### src/hw/rtl/mp2d_pkg.sv
package mp2d_pkg;

   localparam int SIZE_W       = 11;
   localparam int SIZE_CAP     = 1024;
   localparam int POOL_RAW_W   = 4;
   localparam int POOL_SIZE_W  = 5;
   localparam int FLOOR_W      = 16;
   localparam int CSR_INDEX_W  = 3;
   localparam int CSR_DATA_W   = 16;
   localparam int QUEUE_DEPTH  = 4;
   localparam int QUEUE_PTR_W  = 2;

   localparam logic [SIZE_W-1:0]     FRAME_ROWS_RESET    = 11'd1;
   localparam logic [SIZE_W-1:0]     FRAME_COLS_RESET    = 11'd1;
   localparam logic [SIZE_W-1:0]     CHANNEL_COUNT_RESET = 11'd1;
   localparam logic [POOL_RAW_W-1:0] POOL_H_RESET        = 4'd2;
   localparam logic [POOL_RAW_W-1:0] POOL_W_RESET        = 4'd2;
   localparam logic [FLOOR_W-1:0]    FLOOR_VALUE_RESET   = 16'h9C00;

   typedef enum logic [CSR_INDEX_W-1:0] {
      CSR_FRAME_ROWS    = 3'd0,
      CSR_FRAME_COLS    = 3'd1,
      CSR_CHANNEL_COUNT = 3'd2,
      CSR_POOL_H        = 3'd3,
      CSR_POOL_W        = 3'd4,
      CSR_FLOOR_VALUE   = 3'd5
   } csr_index_type;

   // sizes after clamping, as the front sees them
   typedef struct packed {
      logic [SIZE_W-1:0]      rows;
      logic [SIZE_W-1:0]      cols;
      logic [SIZE_W-1:0]      chans;
      logic [POOL_SIZE_W-1:0] ph;
      logic [POOL_SIZE_W-1:0] pw;
   } size_cfg_type;

   // where a sample sits in its window
   typedef struct packed {
      logic first_col;
      logic col_end;
      logic row_first;
      logic row_end;
      logic ch_done;
      logic blk_done;
   } win_flags_type;

endpackage

### src/hw/rtl/mp2d_front.sv
module mp2d_front #(
   parameter int MAX_POOL    = 8,
   parameter int ADDR_W      = 10,
   parameter int SAMPLE_BITS = 16
) (
   input  logic                          clock,
   input  logic                          reset,
   input  mp2d_pkg::size_cfg_type        cfg,
   input  logic                          in_valid,
   output logic                          in_ready,
   input  logic signed [SAMPLE_BITS-1:0] in_sample,
   input  logic                          q_ready,
   output logic                          push,
   output logic signed [SAMPLE_BITS-1:0] push_sample,
   output logic [ADDR_W-1:0]             push_grp,
   output mp2d_pkg::win_flags_type       push_flags
);

   localparam int PCW  = $clog2(MAX_POOL);
   localparam int CMPW = mp2d_pkg::POOL_SIZE_W + 1;
   localparam int SW   = mp2d_pkg::SIZE_W;
   localparam int POSW = mp2d_pkg::SIZE_W - 1;

   logic [POSW-1:0]   col_pos_ff, col_pos_in, row_pos_ff, row_pos_in;
   logic [POSW-1:0]   chan_pos_ff, chan_pos_in;
   logic [POSW-1:0]   col_base_ff, col_base_in, row_base_ff, row_base_in;
   logic [PCW-1:0]    cw_ff, cw_in, rw_ff, rw_in;
   logic [ADDR_W-1:0] grp_ff, grp_in;

   logic [SW-1:0]   rem_r, rem_c, col_pos_next, row_pos_next, chan_next;
   logic [CMPW-1:0] cw_next, rw_next;
   logic            row_ok, col_ok, row_last, col_last, in_win;
   logic            col_end, row_end, line_end, frame_end, block_end, accept;

   always_comb begin
      // rows and columns left from the current window's start
      rem_r        = cfg.rows - SW'(row_base_ff);
      rem_c        = cfg.cols - SW'(col_base_ff);
      row_ok       = rem_r >= SW'(cfg.ph);
      col_ok       = rem_c >= SW'(cfg.pw);
      row_last     = rem_r < SW'({cfg.ph, 1'b0});
      col_last     = rem_c < SW'({cfg.pw, 1'b0});
      in_win       = row_ok && col_ok;
      cw_next      = CMPW'(cw_ff) + CMPW'(1);
      rw_next      = CMPW'(rw_ff) + CMPW'(1);
      col_end      = cw_next >= CMPW'(cfg.pw);
      row_end      = rw_next >= CMPW'(cfg.ph);
      col_pos_next = SW'(col_pos_ff) + SW'(1);
      row_pos_next = SW'(row_pos_ff) + SW'(1);
      chan_next    = SW'(chan_pos_ff) + SW'(1);
      line_end     = col_pos_next >= cfg.cols;
      frame_end    = row_pos_next >= cfg.rows;
      block_end    = chan_next >= cfg.chans;

      in_ready    = q_ready;
      accept      = in_valid && q_ready;
      push        = accept && in_win;
      push_sample = in_sample;
      push_grp    = grp_ff;
      push_flags.first_col = cw_ff == '0;
      push_flags.col_end   = col_end;
      push_flags.row_first = rw_ff == '0;
      push_flags.row_end   = row_end;
      push_flags.ch_done   = row_last && col_last;
      push_flags.blk_done  = row_last && col_last && block_end;

      col_pos_in  = col_pos_ff;
      row_pos_in  = row_pos_ff;
      chan_pos_in = chan_pos_ff;
      col_base_in = col_base_ff;
      row_base_in = row_base_ff;
      cw_in       = cw_ff;
      rw_in       = rw_ff;
      grp_in      = grp_ff;

      if (accept) begin
         if (in_win) begin
            if (col_end) begin
               cw_in       = '0;
               col_base_in = col_base_ff + POSW'(cfg.pw);
               grp_in      = grp_ff + ADDR_W'(1);
            end else begin
               cw_in = PCW'(cw_next);
            end
         end
         if (line_end) begin
            col_pos_in  = '0;
            col_base_in = '0;
            cw_in       = '0;
            grp_in      = '0;
            if (row_end) begin
               rw_in       = '0;
               row_base_in = row_base_ff + POSW'(cfg.ph);
            end else begin
               rw_in = PCW'(rw_next);
            end
            if (frame_end) begin
               row_pos_in  = '0;
               row_base_in = '0;
               rw_in       = '0;
               chan_pos_in = block_end ? '0 : POSW'(chan_next);
            end else begin
               row_pos_in = POSW'(row_pos_next);
            end
         end else begin
            col_pos_in = POSW'(col_pos_next);
         end
      end
   end

   always_ff @(posedge clock) begin
      if (reset) begin
         col_pos_ff  <= '0;
         row_pos_ff  <= '0;
         chan_pos_ff <= '0;
         col_base_ff <= '0;
         row_base_ff <= '0;
         cw_ff       <= '0;
         rw_ff       <= '0;
         grp_ff      <= '0;
      end else begin
         col_pos_ff  <= col_pos_in;
         row_pos_ff  <= row_pos_in;
         chan_pos_ff <= chan_pos_in;
         col_base_ff <= col_base_in;
         row_base_ff <= row_base_in;
         cw_ff       <= cw_in;
         rw_ff       <= rw_in;
         grp_ff      <= grp_in;
      end
   end

endmodule

### config.mk
export PLATFORM = sky130hd
export DESIGN_NAME = mp2d_front
export DESIGN_NICKNAME = d
export VERILOG_FILES = /design/src/hw/rtl/mp2d_pkg.sv /design/src/hw/rtl/mp2d_front.sv
export SDC_FILE = /design/constraint.sdc
export NUM_CORES = 1
export LEC_CHECK = 0
export ABC_AREA = 1
export BUFFER_PORTS_ARGS = -buffer_cell sky130_fd_sc_hd__buf_2
export CORE_ASPECT_RATIO = 0.9
export CORE_MARGIN = 3
export CORE_UTILIZATION = 59
export DETAILED_ROUTE_END_ITERATION = 10
export PLACE_DENSITY_LB_ADDON = 0.3
export SLEW_MARGIN = 25
export SYNTH_ARGS = -nofsm -noshare
export SYNTH_HDL_FRONTEND = slang
export SYNTH_SLANG_ARGS = --single-unit
export TNS_END_PERCENT = 30
### constraint.sdc
create_clock -name clock -period 3.65 [get_ports clock]
set_clock_uncertainty 0.2 [all_clocks]
set_input_delay 0.73 -clock clock [delete_from_list [all_inputs] [get_ports clock]]
set_output_delay 0.73 -clock clock [all_outputs]
set_load 0.01 [all_outputs]
; Word-level counts from Yosys, hierarchy flattened
; Cells that the tools add are included.
[totals]
reg_bits = 66
in_bits = 63
out_inout_bits = 34
wordCells = 58
[classes]
add_sub_neg = 10
order_cmp = 9
n_mux = 16
n_reduce_logical = 15
[op_table]
columns = op, count
row1 = 2-to-1 mux 10 bit, 11
row2 = adder 10 x 1 -> 11 bit (second input constant), 3
row3 = greater-or-equal comparator 11 bit, 3
row4 = greater-or-equal comparator 11 x 5 -> 1 bit, 2
row5 = < comparator 11 x 6 -> 1 bit, 2
row6 = subtractor 11 x 10 -> 11 bit, 2
row7 = adder 10 x 5 -> 10 bit, 2
row8 = 2-to-1 mux 3 bit, 5
row9 = adder 10 x 1 -> 10 bit (second input constant), 1
row10 = greater-or-equal comparator 4 x 5 -> 1 bit, 2
row11 = AND reduction 3 bit, 3
row12 = adder 3 x 1 -> 4 bit (second input constant), 2
row13 = logical NOT 3 bit, 2
row14 = nonzero test 2 bit, 3
row15 = logical AND 1 bit, 5
row16 = AND reduction 2 bit, 2

; Longest topological paths before layout
[depth]
depth_word = 5
ltp_mapped = 21
ltp_nobuf = 21

; Least setup slack after synthesis
; No wires, ideal clock.
[synth_timing]
path_kind = input-to-output
start = in cfg[32] (netlist bit)
end = out push_flags[0] (netlist bit)
arrival_time_ns = 2.715
required_time_ns = 2.720
slack_ns = 0.005
path_stages = 15
n_path_buf = 0
path_cell_list = inv_1 ha_1 fa_1 inv_1 nand3_1 nand3_1 xor2_1 ha_1 nand2_1 o21ai_0 o21ai_0 nand4_1 nor2_1 nand3_1 nor2_1
[synth_rtl]
columns = element, line_no
row1 = from (decl), mp2d_front.sv:8  ; input mp2d_pkg::size_cfg_type cfg,
row2 = to (decl), mp2d_front.sv:16  ; output mp2d_pkg::win_flags_type push_flags

==> impl_metrics.py <==
metrics = {
    "status": {
        "status": "finished, violations left",
        "violations": "negative setup slack",
    },
    "floorplan": {
        "std_cell_rows": 36,
        "core-area_um2": 10900,
        "ios": 97,
        "die_area_um2": 12700,
        "die_w_um": 118,
        "initial_utilization": 0.613,
        "die_h_um": 107,
    },
    "logic_synthesis": {
        "synth.top_cell.area_share": 0.197,
        "yosysUniqueCellTypes": 40,
        "syn_area_um2": 6710,
        "synth_top_area_cell": "dfxtp_1",
        "syn_nets": 1171,
        "ys_ff_latch": 66,
        "postSynthCellCount": 1007,
        "yosysWarnings": 0,
        "avgSynthCellArea_um2": 6.66,
        "synth_sequential_area_ratio": 0.197,
        "yosys-top-cells-area": "dfxtp_1 20%, ha_1 18%, nand2_1 12%",
    },
    "grt": {
        "gr-total-overflow": 0,
        "grt_pass1_wl_um": 28300,
        "grt_usage": 0.266,
        "antenna_found_initial": 0,
        "grt_max_degree": 39,
        "grt_pass1_vias": 6349,
    },
    "setup_path": {
        "worstSetupEndpointType": "primary output",
        "worstPathArrival_ns": 2.94,
        "worstSetupPathType": "input pin to primary output",
        "startpoint_type": "input pin",
        "worst_ep_required_time_ns": 2.72,
        "crit_fanout": 2,
    },
    "layout": {
        "syn_to_final_growth_pct": 19.3,
        "n_fill_cell": 862,
        "final_common_cell": "nand2_1",
        "diodes": 0,
        "final_cell_mix": "211 x nand2_1, 147 x inv_1, 93 x nor2_1",
        "finalNetCount": 1268,
        "drive_gt1_frac": 0.207,
    },
    "routing": {
        "firstDrtPassIters": 5,
        "wl_um": 17700,
        "wl_per_cell_um": 14.0,
        "viasPerCell": 5.44,
        "remaining_drc_errors": 0,
        "vias": 6855,
        "drt_iter0_drc": 491,
        "ant_nets": 0,
    },
    "power": {
        "leakage_uw": 0.00396,
        "p_int_uw": 1440,
        "p_sw_frac": 0.298,
        "peakVddDrop_mv": 0.254,
        "power.density_nw_per_um2": 256,
        "share_comb_of_total_power": 0.213,
        "p_clk_frac": 0.432,
        "p_switching_uw": 610,
        "power.share.sequential": 0.355,
    },
    "placement": {
        "place_ws_ns": -0.544,
        "gp_congestion": 0.910,
        "numPortBuffers": 64,
        "dp_hpwl_um": 12800,
    },
    "clocking": {
        "ctsRootBufferMaster": "clkbuf_16",
        "clk_pin_slew_ns": 0.06,
        "numCtsBuffers": 9,
        "cts_tree": "yes",
        "clk_latency_ns": 0.33,
        "cts_hold_buf": 0,
        "clk_path_buf_depth": 2,
        "clock_sinks": 66,
        "htreeDepth": 3,
    },
    "timing": {
        "maxSlewViolCount": 0,
        "slew_headroom": 0.509,
        "max_freq_mhz": 258,
        "timing.final.ws_setup_ns": -0.219,
        "hold_viol": 0,
        "period_share": 1.06,
        "finalSetupTns_ns": -0.534,
        "setup_viol": 3,
        "rsz0062_at_grt": "true",
        "period_needed_ns": 3.87,
        "worstMarginPinSlew_ns": 0.736,
    },
    "flow_run": {
        "maxCapViolations": 0,
    },
    "worst_hold_path": {
        "worstHoldPathType": "register to register",
    },
}
layout make-up:
| cell class | instances | area, µm² | share of cell area |
|---|---|---|---|
| multi-input cells | 744 | 4750 | 0.593 |
| repair buffers | 124 | 833 | 0.104 |
| inverters | 159 | 604 | 0.0755 |
| clock inverters | 7 | 78.8 | 0.00985 |
| clock buffers | 9 | 225 | 0.0281 |
| flip-flops and latches | 66 | 1320 | 0.165 |
| well taps | 152 | 190 | 0.0238 |
power by group through the flow:
stage	Clock (µW)	Sequential [µW]	Combinational, µW
6_report	886	728	438
2_1_floorplan	0	744	264
3_5_place_dp	0	744	375
5_1_grt	924	728	487
4_1_cts	892	728	393
3_3_place_gp	0	744	366
Yosys cell counts (all sizes together):
cell type and count:
a211oi 3, a21boi 2, a21o 4, a21oi 86
a22oi 1, a31oi 3, buf 27, clkbuf 11
clkinv 2, dfxtp 66, fa 4, ha 97
inv 157, nand2 237, nand3 74, nand3b 4
nand4 34, nor2 99, nor3 11, nor3b 3
o21a 4, o21ai 24, o21bai 3, o311ai 1
o31ai 2, or2 3, xnor2 8, xor2 37
per-stage QoR:
step	cell area, µm²	power [µW]	util	instances	hold WS [ns]
2_1_floorplan	6710	1010	-	1007	0.241
3_3_place_gp	7350	1110	0.672	1231	0.251
3_5_place_dp	7350	1120	0.672	1231	0.255
4_1_cts	7800	2010	0.713	1255	0.265
5_1_grt	8000	2140	0.731	1261	0.278
6_report	8000	2050	0.731	1261	0.266
registers in the layout, summed over array words and instances, names as in the netlist:
| register | count |
|---|---|
| cw_ff | 3 |
| row_pos_ff | 10 |
| col_base_ff | 10 |
| chan_pos_ff | 10 |
| rw_ff | 3 |
| col_pos_ff | 10 |
| push_grp | 10 |
| row_base_ff | 10 |
final timing paths:
check,startpoint,end,slack (ns),depth (start not counted)
worst min-delay path,row_pos_ff[6]$_SDFFE_PP0P_,row_pos_ff[6]$_SDFFE_PP0P_,0.27,2
worst max-delay path,cfg[32],push_flags[0],-0.22,21
worst max register to register,col_base_ff[1]$_SDFFE_PP0P_,col_base_ff[0]$_SDFFE_PP0P_,0.33,21
worst min register to register,row_pos_ff[6]$_SDFFE_PP0P_,row_pos_ff[6]$_SDFFE_PP0P_,0.27,2
cell families after synthesis:
| group | Yosys count | synth area share |
|---|---|---|
| AND/OR/NAND/NOR | 465 | 0.309 |
| buffers and inverters | 197 | 0.125 |
| AO/OA/AOI/OAI | 133 | 0.117 |
| adder cells (fa/ha/maj) | 101 | 0.193 |
| flip-flops | 66 | 0.197 |
| XOR/XNOR | 45 | 0.0587 |
critical path, cell delays in order:
cell	delay, ns
buf_8	0.10
inv_6	0.05
ha_4	0.13
fa_2	0.22
inv_2	0.05
buf_4	0.13
buf_4	0.12
buf_4	0.12
buf_4	0.12
buf_4	0.12
buf_4	0.13
nand3_1	0.09
nand3_1	0.09
nand2_1	0.06
nand2_1	0.08
nor2_4	0.12
nand2_1	0.06
inv_1	0.06
nand3_2	0.11
nor2_1	0.10
buf_2	0.13
timing repair:
| action | CTS | global route |
|---|---|---|
| pin swaps | 12 | 27 |
| endpoints found under the setup margin | 3 | 14 |
| buffers inserted | 8 | 6 |
| gates resized for setup | 23 | 34 |
layer usage:
metal  vias up  part of all wire  GRT usage  routed length [µm]
met1      3106              0.43      0.348                7650
met2       246              0.48      0.467                8560
met5         -                 0          0                   0
li1       3451                 -          -                   -
met3        52             0.055     0.0264                 972
met4         0             0.028     0.0794                 504
Power figures use the tool's default switching activity.
