===== config.mk =====
export PLATFORM = sky130hd
export DESIGN_NAME = mp2d_queue
export DESIGN_NICKNAME = d
export VERILOG_FILES = /design/src/hw/rtl/mp2d_pkg.sv /design/src/hw/rtl/mp2d_queue.sv
export SDC_FILE = /design/constraint.sdc
export NUM_CORES = 1
export LEC_CHECK = 0
export BUFFER_PORTS_ARGS = -buffer_cell sky130_fd_sc_hd__clkbuf_2
export CAP_MARGIN = 20
export CORE_ASPECT_RATIO = 1.1
export CORE_MARGIN = 4
export CORE_UTILIZATION = 57
export CTS_CLUSTER_SIZE = 24
export DETAILED_ROUTE_END_ITERATION = 10
export PLACE_DENSITY = 0.82
export SETUP_SLACK_MARGIN = 0.5
export SLEW_MARGIN = 10
export SYNTH_ARGS = -nofsm -noshare
export SYNTH_HDL_FRONTEND = slang
export SYNTH_SLANG_ARGS = --single-unit

===== constraint.sdc =====
create_clock -name clock -period 2.6 [get_ports clock]
set_input_delay 0.13 -clock clock [delete_from_list [all_inputs] [get_ports clock]]
set_output_delay 0.13 -clock clock [all_outputs]
set_load 0.02 [all_outputs]

===== src/hw/rtl/mp2d_pkg.sv =====
package mp2d_pkg;

   localparam int SIZE_W       = 11;
   localparam int SIZE_CAP     = 1024;
   localparam int POOL_RAW_W   = 4;
   localparam int POOL_SIZE_W  = 5;
   localparam int FLOOR_W      = 16;
   localparam int CSR_INDEX_W  = 3;
   localparam int CSR_DATA_W   = 16;
   localparam int QUEUE_DEPTH  = 4;
   localparam int QUEUE_PTR_W  = 2;

   localparam logic [SIZE_W-1:0]     FRAME_ROWS_RESET    = 11'd1;
   localparam logic [SIZE_W-1:0]     FRAME_COLS_RESET    = 11'd1;
   localparam logic [SIZE_W-1:0]     CHANNEL_COUNT_RESET = 11'd1;
   localparam logic [POOL_RAW_W-1:0] POOL_H_RESET        = 4'd2;
   localparam logic [POOL_RAW_W-1:0] POOL_W_RESET        = 4'd2;
   localparam logic [FLOOR_W-1:0]    FLOOR_VALUE_RESET   = 16'h9C00;

   typedef enum logic [CSR_INDEX_W-1:0] {
      CSR_FRAME_ROWS    = 3'd0,
      CSR_FRAME_COLS    = 3'd1,
      CSR_CHANNEL_COUNT = 3'd2,
      CSR_POOL_H        = 3'd3,
      CSR_POOL_W        = 3'd4,
      CSR_FLOOR_VALUE   = 3'd5
   } csr_index_type;

   // sizes after clamping, as the front sees them
   typedef struct packed {
      logic [SIZE_W-1:0]      rows;
      logic [SIZE_W-1:0]      cols;
      logic [SIZE_W-1:0]      chans;
      logic [POOL_SIZE_W-1:0] ph;
      logic [POOL_SIZE_W-1:0] pw;
   } size_cfg_type;

   // where a sample sits in its window
   typedef struct packed {
      logic first_col;
      logic col_end;
      logic row_first;
      logic row_end;
      logic ch_done;
      logic blk_done;
   } win_flags_type;

endpackage


===== src/hw/rtl/mp2d_queue.sv =====
module mp2d_queue #(
   parameter int ADDR_W      = 10,
   parameter int SAMPLE_BITS = 16
) (
   input  logic                          clock,
   input  logic                          reset,
   input  logic                          push,
   output logic                          push_ready,
   input  logic signed [SAMPLE_BITS-1:0] push_sample,
   input  logic [ADDR_W-1:0]             push_grp,
   input  mp2d_pkg::win_flags_type       push_flags,
   input  logic                          pop,
   output logic                          head_valid,
   output logic signed [SAMPLE_BITS-1:0] head_sample,
   output logic [ADDR_W-1:0]             head_grp,
   output mp2d_pkg::win_flags_type       head_flags
);

   localparam int DEPTH = mp2d_pkg::QUEUE_DEPTH;
   localparam int PTRW  = mp2d_pkg::QUEUE_PTR_W;

   logic signed [SAMPLE_BITS-1:0] sample_q [DEPTH];
   logic [ADDR_W-1:0]             grp_q    [DEPTH];
   mp2d_pkg::win_flags_type       flags_q  [DEPTH];

   logic [PTRW-1:0] wr_ptr_ff, wr_ptr_in, rd_ptr_ff, rd_ptr_in;
   logic [PTRW:0]   count_ff, count_in;
   logic            do_push, do_pop;

   always_comb begin
      push_ready  = count_ff != (PTRW + 1)'(DEPTH);
      head_valid  = count_ff != '0;
      head_sample = sample_q[rd_ptr_ff];
      head_grp    = grp_q[rd_ptr_ff];
      head_flags  = flags_q[rd_ptr_ff];
      do_push     = push && push_ready;
      do_pop      = pop && head_valid;
      wr_ptr_in   = do_push ? wr_ptr_ff + PTRW'(1) : wr_ptr_ff;
      rd_ptr_in   = do_pop ? rd_ptr_ff + PTRW'(1) : rd_ptr_ff;
      count_in    = count_ff;
      if (do_push && !do_pop) begin
         count_in = count_ff + (PTRW + 1)'(1);
      end else if (do_pop && !do_push) begin
         count_in = count_ff - (PTRW + 1)'(1);
      end
   end

   always_ff @(posedge clock) begin
      if (reset) begin
         wr_ptr_ff <= '0;
         rd_ptr_ff <= '0;
         count_ff  <= '0;
      end else begin
         wr_ptr_ff <= wr_ptr_in;
         rd_ptr_ff <= rd_ptr_in;
         count_ff  <= count_in;
      end
   end

   always_ff @(posedge clock) begin
      if (do_push) begin
         sample_q[wr_ptr_ff] <= push_sample;
         grp_q[wr_ptr_ff]    <= push_grp;
         flags_q[wr_ptr_ff]  <= push_flags;
      end
   end

endmodule


# After elaboration in Yosys (flattened, before gate mapping)
# Memory sizes are Yosys's and may differ from the RTL's. A register that Yosys moved wholly into a read port is not among the register bits.
# Cells that the tools add are included.
[classes] n_addsub=4 eq_ne=1 n_mux=10 n_reduce_logical=8
[op_table] cell="2-bit two-way mux" count=6
[op_table] cell="3-bit two-way mux" count=2
[op_table] cell="2-bit by 1-bit adder with 2-bit output, second input constant" count=2
[op_table] cell="1-bit logical AND" count=4
[op_table] cell="3-bit by 1-bit adder with 3-bit output, second input constant" count=1
[op_table] cell="3-bit != test, second input constant" count=1
[op_table] cell="3-bit nonzero test" count=1
[op_table] cell="3-bit by 1-bit subtractor with 3-bit output, second input constant" count=1
[op_table] cell="1-bit logical NOT" count=2
[op_table] cell="1-bit two-way mux" count=2
[op_table] cell="2-bit nonzero test" count=1
[totals] regBits=7 ramBits=128 in_bits=36 out_inout_bits=34 wordCells=29 memories=3
[mem_list] name="sample_q" depth=4 width=16 read_ports=1 rd_clocked_by_memory_dff=1 write_ports=1 line="mp2d_queue.sv:22" source="logic signed [SAMPLE_BITS-1:0] sample_q [DEPTH];"
[mem_list] name="grp_q" depth=4 width=10 read_ports=1 rd_clocked_by_memory_dff=1 write_ports=1 line="mp2d_queue.sv:23" source="logic [ADDR_W-1:0] grp_q [DEPTH];"
[mem_list] name="flags_q" depth=4 width=6 read_ports=1 rd_clocked_by_memory_dff=1 write_ports=1 line="mp2d_queue.sv:24" source="mp2d_pkg::win_flags_type flags_q [DEPTH];"

# Logic depth before layout (Yosys ltp)
# Gate-level depths: netlist (run 1).
[logic_depth] ltp_word=6 ltp_mapped=8 ltp_nobuf=8

# Least setup slack after synthesis (run 1)
# OpenSTA, ideal clock, no wires.
[synth_timing] kind="flip-flop to flip-flop" startpoint="register count_ff[0]" endpoint="register count_ff[2]" t_arrival_ns=1.950 t_required_ns=2.530 setup_slack_ns=0.579 path_stages_with_launch=9 period_less_slack_ns=2.021 path_cell_list="dfxtp_1 -> nor2_1 -> a21boi_4 -> ha_1 -> inv_1 -> fa_1 -> xor2_1 -> or3_1 -> a21oi_1"
[synth_between] elab_chain_cells=5 elab_cells_between_ends=13 classes_between="add/sub: 2; eq/ne: 1; mux: 2; reduce/logical: 8"
[synth_rtl] item="start: declaration" line="mp2d_queue.sv:27" source="logic [PTRW:0] count_ff, count_in;"
[synth_rtl] item="start signal: assignment" line="mp2d_queue.sv:56" source="count_ff <= count_in;"
[synth_rtl] item="3-bit != test *" line="mp2d_queue.sv:31" source="push_ready = count_ff != (PTRW + 1)'(DEPTH);"
[synth_rtl] item="1-bit logical AND *" line="mp2d_queue.sv:36" source="do_push = push && push_ready;"
[synth_rtl] item="net do_push" line="mp2d_queue.sv:28" source="logic do_push, do_pop;"
[synth_rtl] item="1-bit logical NOT" line="mp2d_queue.sv:43" source="end else if (do_pop && !do_push) begin"
[synth_rtl] item="1-bit logical AND" line="mp2d_queue.sv:43"
[synth_rtl] item="2-bit nonzero test (no line)"
# The timed path passes the listed nets; every way through them passes the cells marked *. The select of a mux whose other input is x is not followed.
# A chain may end at the register's enable or synchronous reset.

# Final worst setup path (run 1)
[layout_timing] startpoint="register count_ff[1]" endpoint="register count_ff[2]"
[layout_between] elab_chain_cells=5 elab_cells_between_ends=13 classes_between="add/sub: 2; eq/ne: 1; mux: 2; reduce/logical: 8"
[layout_rtl] item="parallel branches: the longest is 5 deep, another holds 3-bit by 1-bit subtractor with 3-bit output"
# Parallel ways; which one is timed is not known. The select of a mux whose other input is x is not followed.

==> results of run 1 <==
## critical path, cell delays in order (launching register included)
cell	delay [ns]
dfxtp_4	0.37
o31ai_4	0.28
ha_2	0.23
inv_1	0.05
fa_1	0.37
xor2_1	0.18
or3_1	0.31
a21oi_1	0.17
## state kept, by name (all words and copies together) (netlist names), named ones only
signal,cells
sample_q,64
grp_q,40
flags_q,24
count_ff,3
rd_ptr_ff,2
wr_ptr_ff,2
## repair_timing
action	4_1_cts	5_1_grt
pin swaps	1	1
endpoints found under the setup margin	24	1
hold endpoints to repair	135	0
setup buffers	3	1
gates resized for setup	4	5
hold buffers	35	0
## placed cells by master (no fill, tap or decap), types with 3 or more instances in the layout
cell type / count
buf_12: 3
clkbuf_1: 7
edfxtp_1: 128
ha_1: 4
clkbuf_2: 69
dlygate4sd3_1: 35
mux4_2: 30
xor2_1: 4
buf_4: 12
clkinv_2: 3
dfxtp_1: 4
dfxtp_4: 4
and2_2: 4
clkbuf_16: 16
inv_1: 3
nor2_1: 8
clkbuf_8: 5
## layout make-up
cell class | instances | area share, %
flip-flops and latches | 137 | 61.1
multi-input cells | 67 | 15.5
repair buffers | 119 | 12.8
clock buffers | 28 | 7.50
well taps | 114 | 2.16
clock inverters | 4 | 0.682
inverters | 3 | 0.170
## path summary, 6_finish.rpt
kind	slack [ns]	to	cells after the start
worst max-delay path	0.55	count_ff[2]	7
worst min-delay path	0.13	wr_ptr_ff[1]	4
worst max register to register	0.55	count_ff[2]	7
worst min register to register	0.52	wr_ptr_ff[1]	2
## report_power, final
group          internal [mW]  leakage, nW  switching [mW]
combinational          0.797        0.843           0.912
sequential              2.70         1.25           0.138
clock                   1.37        0.267           0.787
total                   4.86         2.36            1.84
## cells by family after synthesis
| family | after synthesis |
|---|---|
| DFF | 137 |
| muxes | 35 |
| and+or+nand+nor | 17 |
| buffers and inverters | 11 |
| adders and majority gates | 6 |
| AOI/OAI and AO/OA | 5 |
| xor gates and xnor gates | 4 |
## through the flow
step	cell area, um2	utilization, %	instances
finish	6610	74.8	472
global route	6610	74.8	472
CTS	6580	74.6	471
detailed placement	5650	64.0	401
global placement	5650	64.0	401
floorplan	5140	-	215
## layer usage
layer / up-vias / global-route usage [%] / share of wire [%]
met5: - / 0 / 0
met4: 0 / 8.00 / 2.0
met3: 15 / 5.64 / 4.5
met2: 84 / 32.3 / 54
met1: 1278 / 23.7 / 40
li1: 1154 / - / -
==> flow_summary.yaml, run 1 <==
yosys:
  synth-compound-area-share_pct: 0.974
  post_synth_instance_area_um2: 5140
  synthCells: 215
  synth_mux_area_share_pct: 14.8
  synth_top_family_by_area: "multiplexers"
  yosysWarningCount: 0
  yosys.cell_count.top_type: "edfxtp_1"
  post_synth_and_or_nand_nor_area_fraction_pct: 1.63
  synthArstFlopShare_pct: 0
  synth_seq_cells: 137
  post_synth_fa_ha_maj_area_fraction_pct: 1.61
  synth_cell_type_count: 24
  synth_largest_area_cell: "edfxtp_1"
  synth.yosys.seq_area_share_pct: 78.3
  synthXorXnorAreaFrac_pct: 0.682
  synth.top_cell.area_share_pct: 74.8
  netlist_top_cells_area: "edfxtp_1 (75%), mux4_2 (13%), dfxtp_1 (3.5%), ha_1 (1.2%), buf_12 (1.2%)"
  postSynthNetCount: 257
  post_synth_top_flop: "edfxtp_1"
  synth.top_cells.by_count: "edfxtp_1 (128), mux4_2 (30), dfxtp_1 (9)"
  synth_enable_flop_cells: 128
  synth_area_per_cell_um2: 23.9
finish:
  layout.nets: 387
  fillCellCount: 541
  layout_area_overhead_pct: 28.6
  multi_input_comb_area_um2: 1030
  antennaDiodeCount: 0
  sequential_cell_area_um2: 4040
  layout-drive-gt1-share_pct: 42.2
run_status:
  run_status: "finished, final reports clean"
global_route:
  antenna_found_initial: 0
  gr-usage-all-layers_pct: 19.3
  grt_pass1_wl_mm: 14.7
  grt.overflow.total: 0
  grt_pass1_vias: 2761
  maximum_number_of_pins_on_one_net_before_global_route_repair: 21
cts:
  clk-insertion-delay-late_ns: 0.51
  tritoncts: "built"
  htree_levels: 4
  clk_path_buf_depth: 2
  cts.sinks: 137
  numCtsBuffers: 17
  clk_pin_slew_ns: 0.06
  cts_root_buf: "clkbuf_8"
worst_setup_path:
  crit-reg2reg-launch: "count_ff[1]"
  endpoint_kind: "register"
  setup.worst_path.start_class: "register"
  worst-endpoint-required_ns: 3.02
  critPathLaunch: "count_ff[1]"
  timing.critical_path.arrival_ns: 2.47
  crit_type: "register to register"
  critPathMaxFanout: 6
sta:
  maxClockFrequency_mhz: 488
  timing_worst_slew_pin_value_ns: 0.429
  final_hold_slack_ns: 0.129
  layout_worst_path_cycle_share_pct: 78.8
  worst_clock_skew_on_the_final_layout_ns: 0.0104
  timing_max_transition_violations_final: 0
  final.setup.worst_slack_ns: 0.551
  unrepaired_setup_endpoints_after_global_routing: "false"
  finalSetupViolations: 0
  slew_headroom_pct: 71.4
  final_hold_viol_count: 0
  finalCriticalPeriod_ns: 2.05
  fin_setup_tns_ns: 0
route:
  initial_drc_count: 155
  avgViaCountPerCell: 5.36
  routed_wl_mm: 9.40
  post-route-drc-count: 0
  postRouteAntennaNets: 0
  total_number_of_vias: 2531
  drt_pass_1_iters: 4
  route.detailed.wl_per_inst_um: 19.9
placement:
  detailedPlacementHpwl_mm: 5.60
  numPortBuffers: 69
  place_worst_setup_slack_ns: 0.367
  finalWeightedCongestion: 0.719
die:
  boundaryPins: 70
  floorplan.rows: 36
  core_um2: 8830
  floorplan.die.width_um: 98.5
  floorplan.initialDensity_pct: 58.2
  die_area_um2: 10600
  die_y_um: 108
power:
  power_density_nw_per_um2: 1010
  final_total_pwr_mw: 6.70
  cellLeakagePower_nw: 2.36
  ir_drop_v: 0.000675
flow_run:
  number_of_max_capacitance_violations_reported: 0
worst_hold_path:
  timing.hold.worst.class: "primary input to register"
  min_from: "push"
No activity file was read; power rests on OpenSTA's default activity.
==> inputs of run 2 (changes only) <==
clock period = 2.1 ns   (was 2.6 ns; I/O delays follow)
==> run 2 against run 1 <==
Sequential power grew 24%; critical path type unchanged; routed wire length grew 11%; design area grew 5.3%; non-clock buffer count grew 6; combinational power grew 57%.
==> flow_summary.yaml, run 2 (synthesis gave the netlist of run 1 again) <==
route:
  initial_drc_count: 145
  total_number_of_vias: 2605
  postRouteAntennaNets: 0
  post-route-drc-count: 0
  drt_pass_1_iters: 4
  routed_wl_mm: 10.4
  route.detailed.wl_per_inst_um: 21.8
  avgViaCountPerCell: 5.45
finish:
  multi_input_comb_area_um2: 1040
  final_common_cell: "edfxtp_1"
  layout_area_overhead_pct: 35.5
  final_area_um2: 6960
  layout-drive-gt1-share_pct: 47.3
  finalNonFillerCells: 478
  layout.nets: 393
  largestRegisters: "sample_q (64), grp_q (40), flags_q (24)"
  registers.top_by_ff_count: "sample_q"
  antennaDiodeCount: 0
  most-common-layout-cells: "edfxtp_1 (128), clkbuf_2 (39), dlygate4sd3_1 (34)"
  final_util_pct: 78.8
  fillCellCount: 484
  largest_register_ffs: 64
  sequential_cell_area_um2: 4040
power:
  ir_drop_v: 0.00115
  power_density_nw_per_um2: 1320
  cellLeakagePower_nw: 2.48
worst_setup_path:
  worst_path_max_delay_cell: "dfxtp_4"
  crit_type: "register to register"
  ff2ff_path_depth: 7
  endpoint_kind: "register"
  timing.critical_path.arrival_ns: 2.39
  crit-reg2reg-launch: "count_ff[1]"
  worst-endpoint-required_ns: 2.54
  critPathMaxFanout: 6
  max_stage_delay_ns: 0.37
  setup.worst_path.start_class: "register"
  critPathLaunch: "count_ff[1]"
  cells_along_the_critical_path: "o31ai_4 -> ha_2 -> inv_2 -> fa_2 -> xor2_2 -> or3_1 -> a21oi_2"
sta:
  finalCriticalPeriod_ns: 1.96
  timing_worst_slew_pin_value_ns: 0.320
  layout_worst_path_cycle_share_pct: 93.2
  finalSetupViolations: 0
  fin_setup_tns_ns: 0
  slew_headroom_pct: 78.3
  worst_clock_skew_on_the_final_layout_ns: 0.00747
  final_hold_viol_count: 0
  maxClockFrequency_mhz: 511
  final_hold_slack_ns: 0.0527
  unrepaired_setup_endpoints_after_global_routing: "true"
  timing_max_transition_violations_final: 0
placement:
  numPlacedInstances: 402
  numPortBuffers: 69
  placed_area_um2: 5690
  detailedPlacementHpwl_mm: 5.36
  finalWeightedCongestion: 0.666
cts:
  clk_pin_slew_ns: 0.06
  clk-insertion-delay-late_ns: 0.51
  cts.sinks: 137
  numCtsBuffers: 17
  tritoncts: "built"
  cts_root_buf: "clkbuf_8"
  clk_path_buf_depth: 2
  htree_levels: 4
global_route:
  grt.overflow.total: 0
  grt_pass1_vias: 2870
  maximum_number_of_pins_on_one_net_before_global_route_repair: 20
  grt_pass1_wl_mm: 15.9
  antenna_found_initial: 0
  gr-usage-all-layers_pct: 20.8
worst_hold_path:
  min_from: "pop"
  timing.hold.worst.class: "primary input to register"
  min_delay_path_depth: 4
die:
  floorplan.initialDensity_pct: 58.2
  boundaryPins: 70
  core_um2: 8830
  die_y_um: 108
  die_area_um2: 10600
  floorplan.rows: 36
  floorplan.die.width_um: 98.5
flow_run:
  number_of_max_capacitance_violations_reported: 0
run_status:
  run_status: "finished, final reports clean"
run 2: layout make-up:
type | count | area share, %
Timing Repair Buffer | 125 | 16.1
Sequential cell | 137 | 58.1
Clock buffer | 17 | 5.95
Inverter | 3 | 0.162
Clock inverter | 15 | 2.75
Tap cell | 114 | 2.05
Multi-Input combinational cell | 67 | 14.9
run 2: report_power, final:
part	internal, mW	leakage, nW	switching [mW]
registers	3.34	1.25	0.185
logic	1.43	0.934	1.26
clock network	1.84	0.292	1.16
run 2: worst paths after layout:
kind         slack, ns           end
max reg2reg       0.14   count_ff[2]
min               0.05  rd_ptr_ff[1]
min reg2reg       0.52  wr_ptr_ff[1]
max               0.14   count_ff[2]
run 2: worst max-delay path, delay by kind of cell (launching register included):
kind                     cells  cell delay, ns
flip-flops                   1            0.37
AND/OR/NAND/NOR              1            0.33
AO/OA/AOI/OAI                2            0.40
adder cells (fa/ha/maj)      2            0.58
buffers and inverters        1            0.04
XOR/XNOR                     1            0.16
run 2: metal layers:
metal,vias up,global-route usage [%],share of wire (%)
li1,1168,-,-
met4,0,8.10,1.9
met1,1350,24.9,39
met2,69,36.1,56
met5,-,0,0
met3,18,5.64,3.3
run 2: stage by stage:
step / total power [mW] / worst slack [ns]
CTS: 8.74 / 0.137
global route: 9.59 / 0.0818
detailed placement: 5.59 / 0.0964
floorplan: 5.00 / 0.252
global placement: 5.54 / 0.221
finish: 9.21 / 0.144
run 2: what timing repair did:
action	in CTS	in global routing
pin swaps	6	4
buffers inserted	5	3
gates resized for setup	9	93
gates cloned	0	2
endpoints found under the setup margin	34	106
hold buffers	32	2
endpoints found under the hold margin	135	7
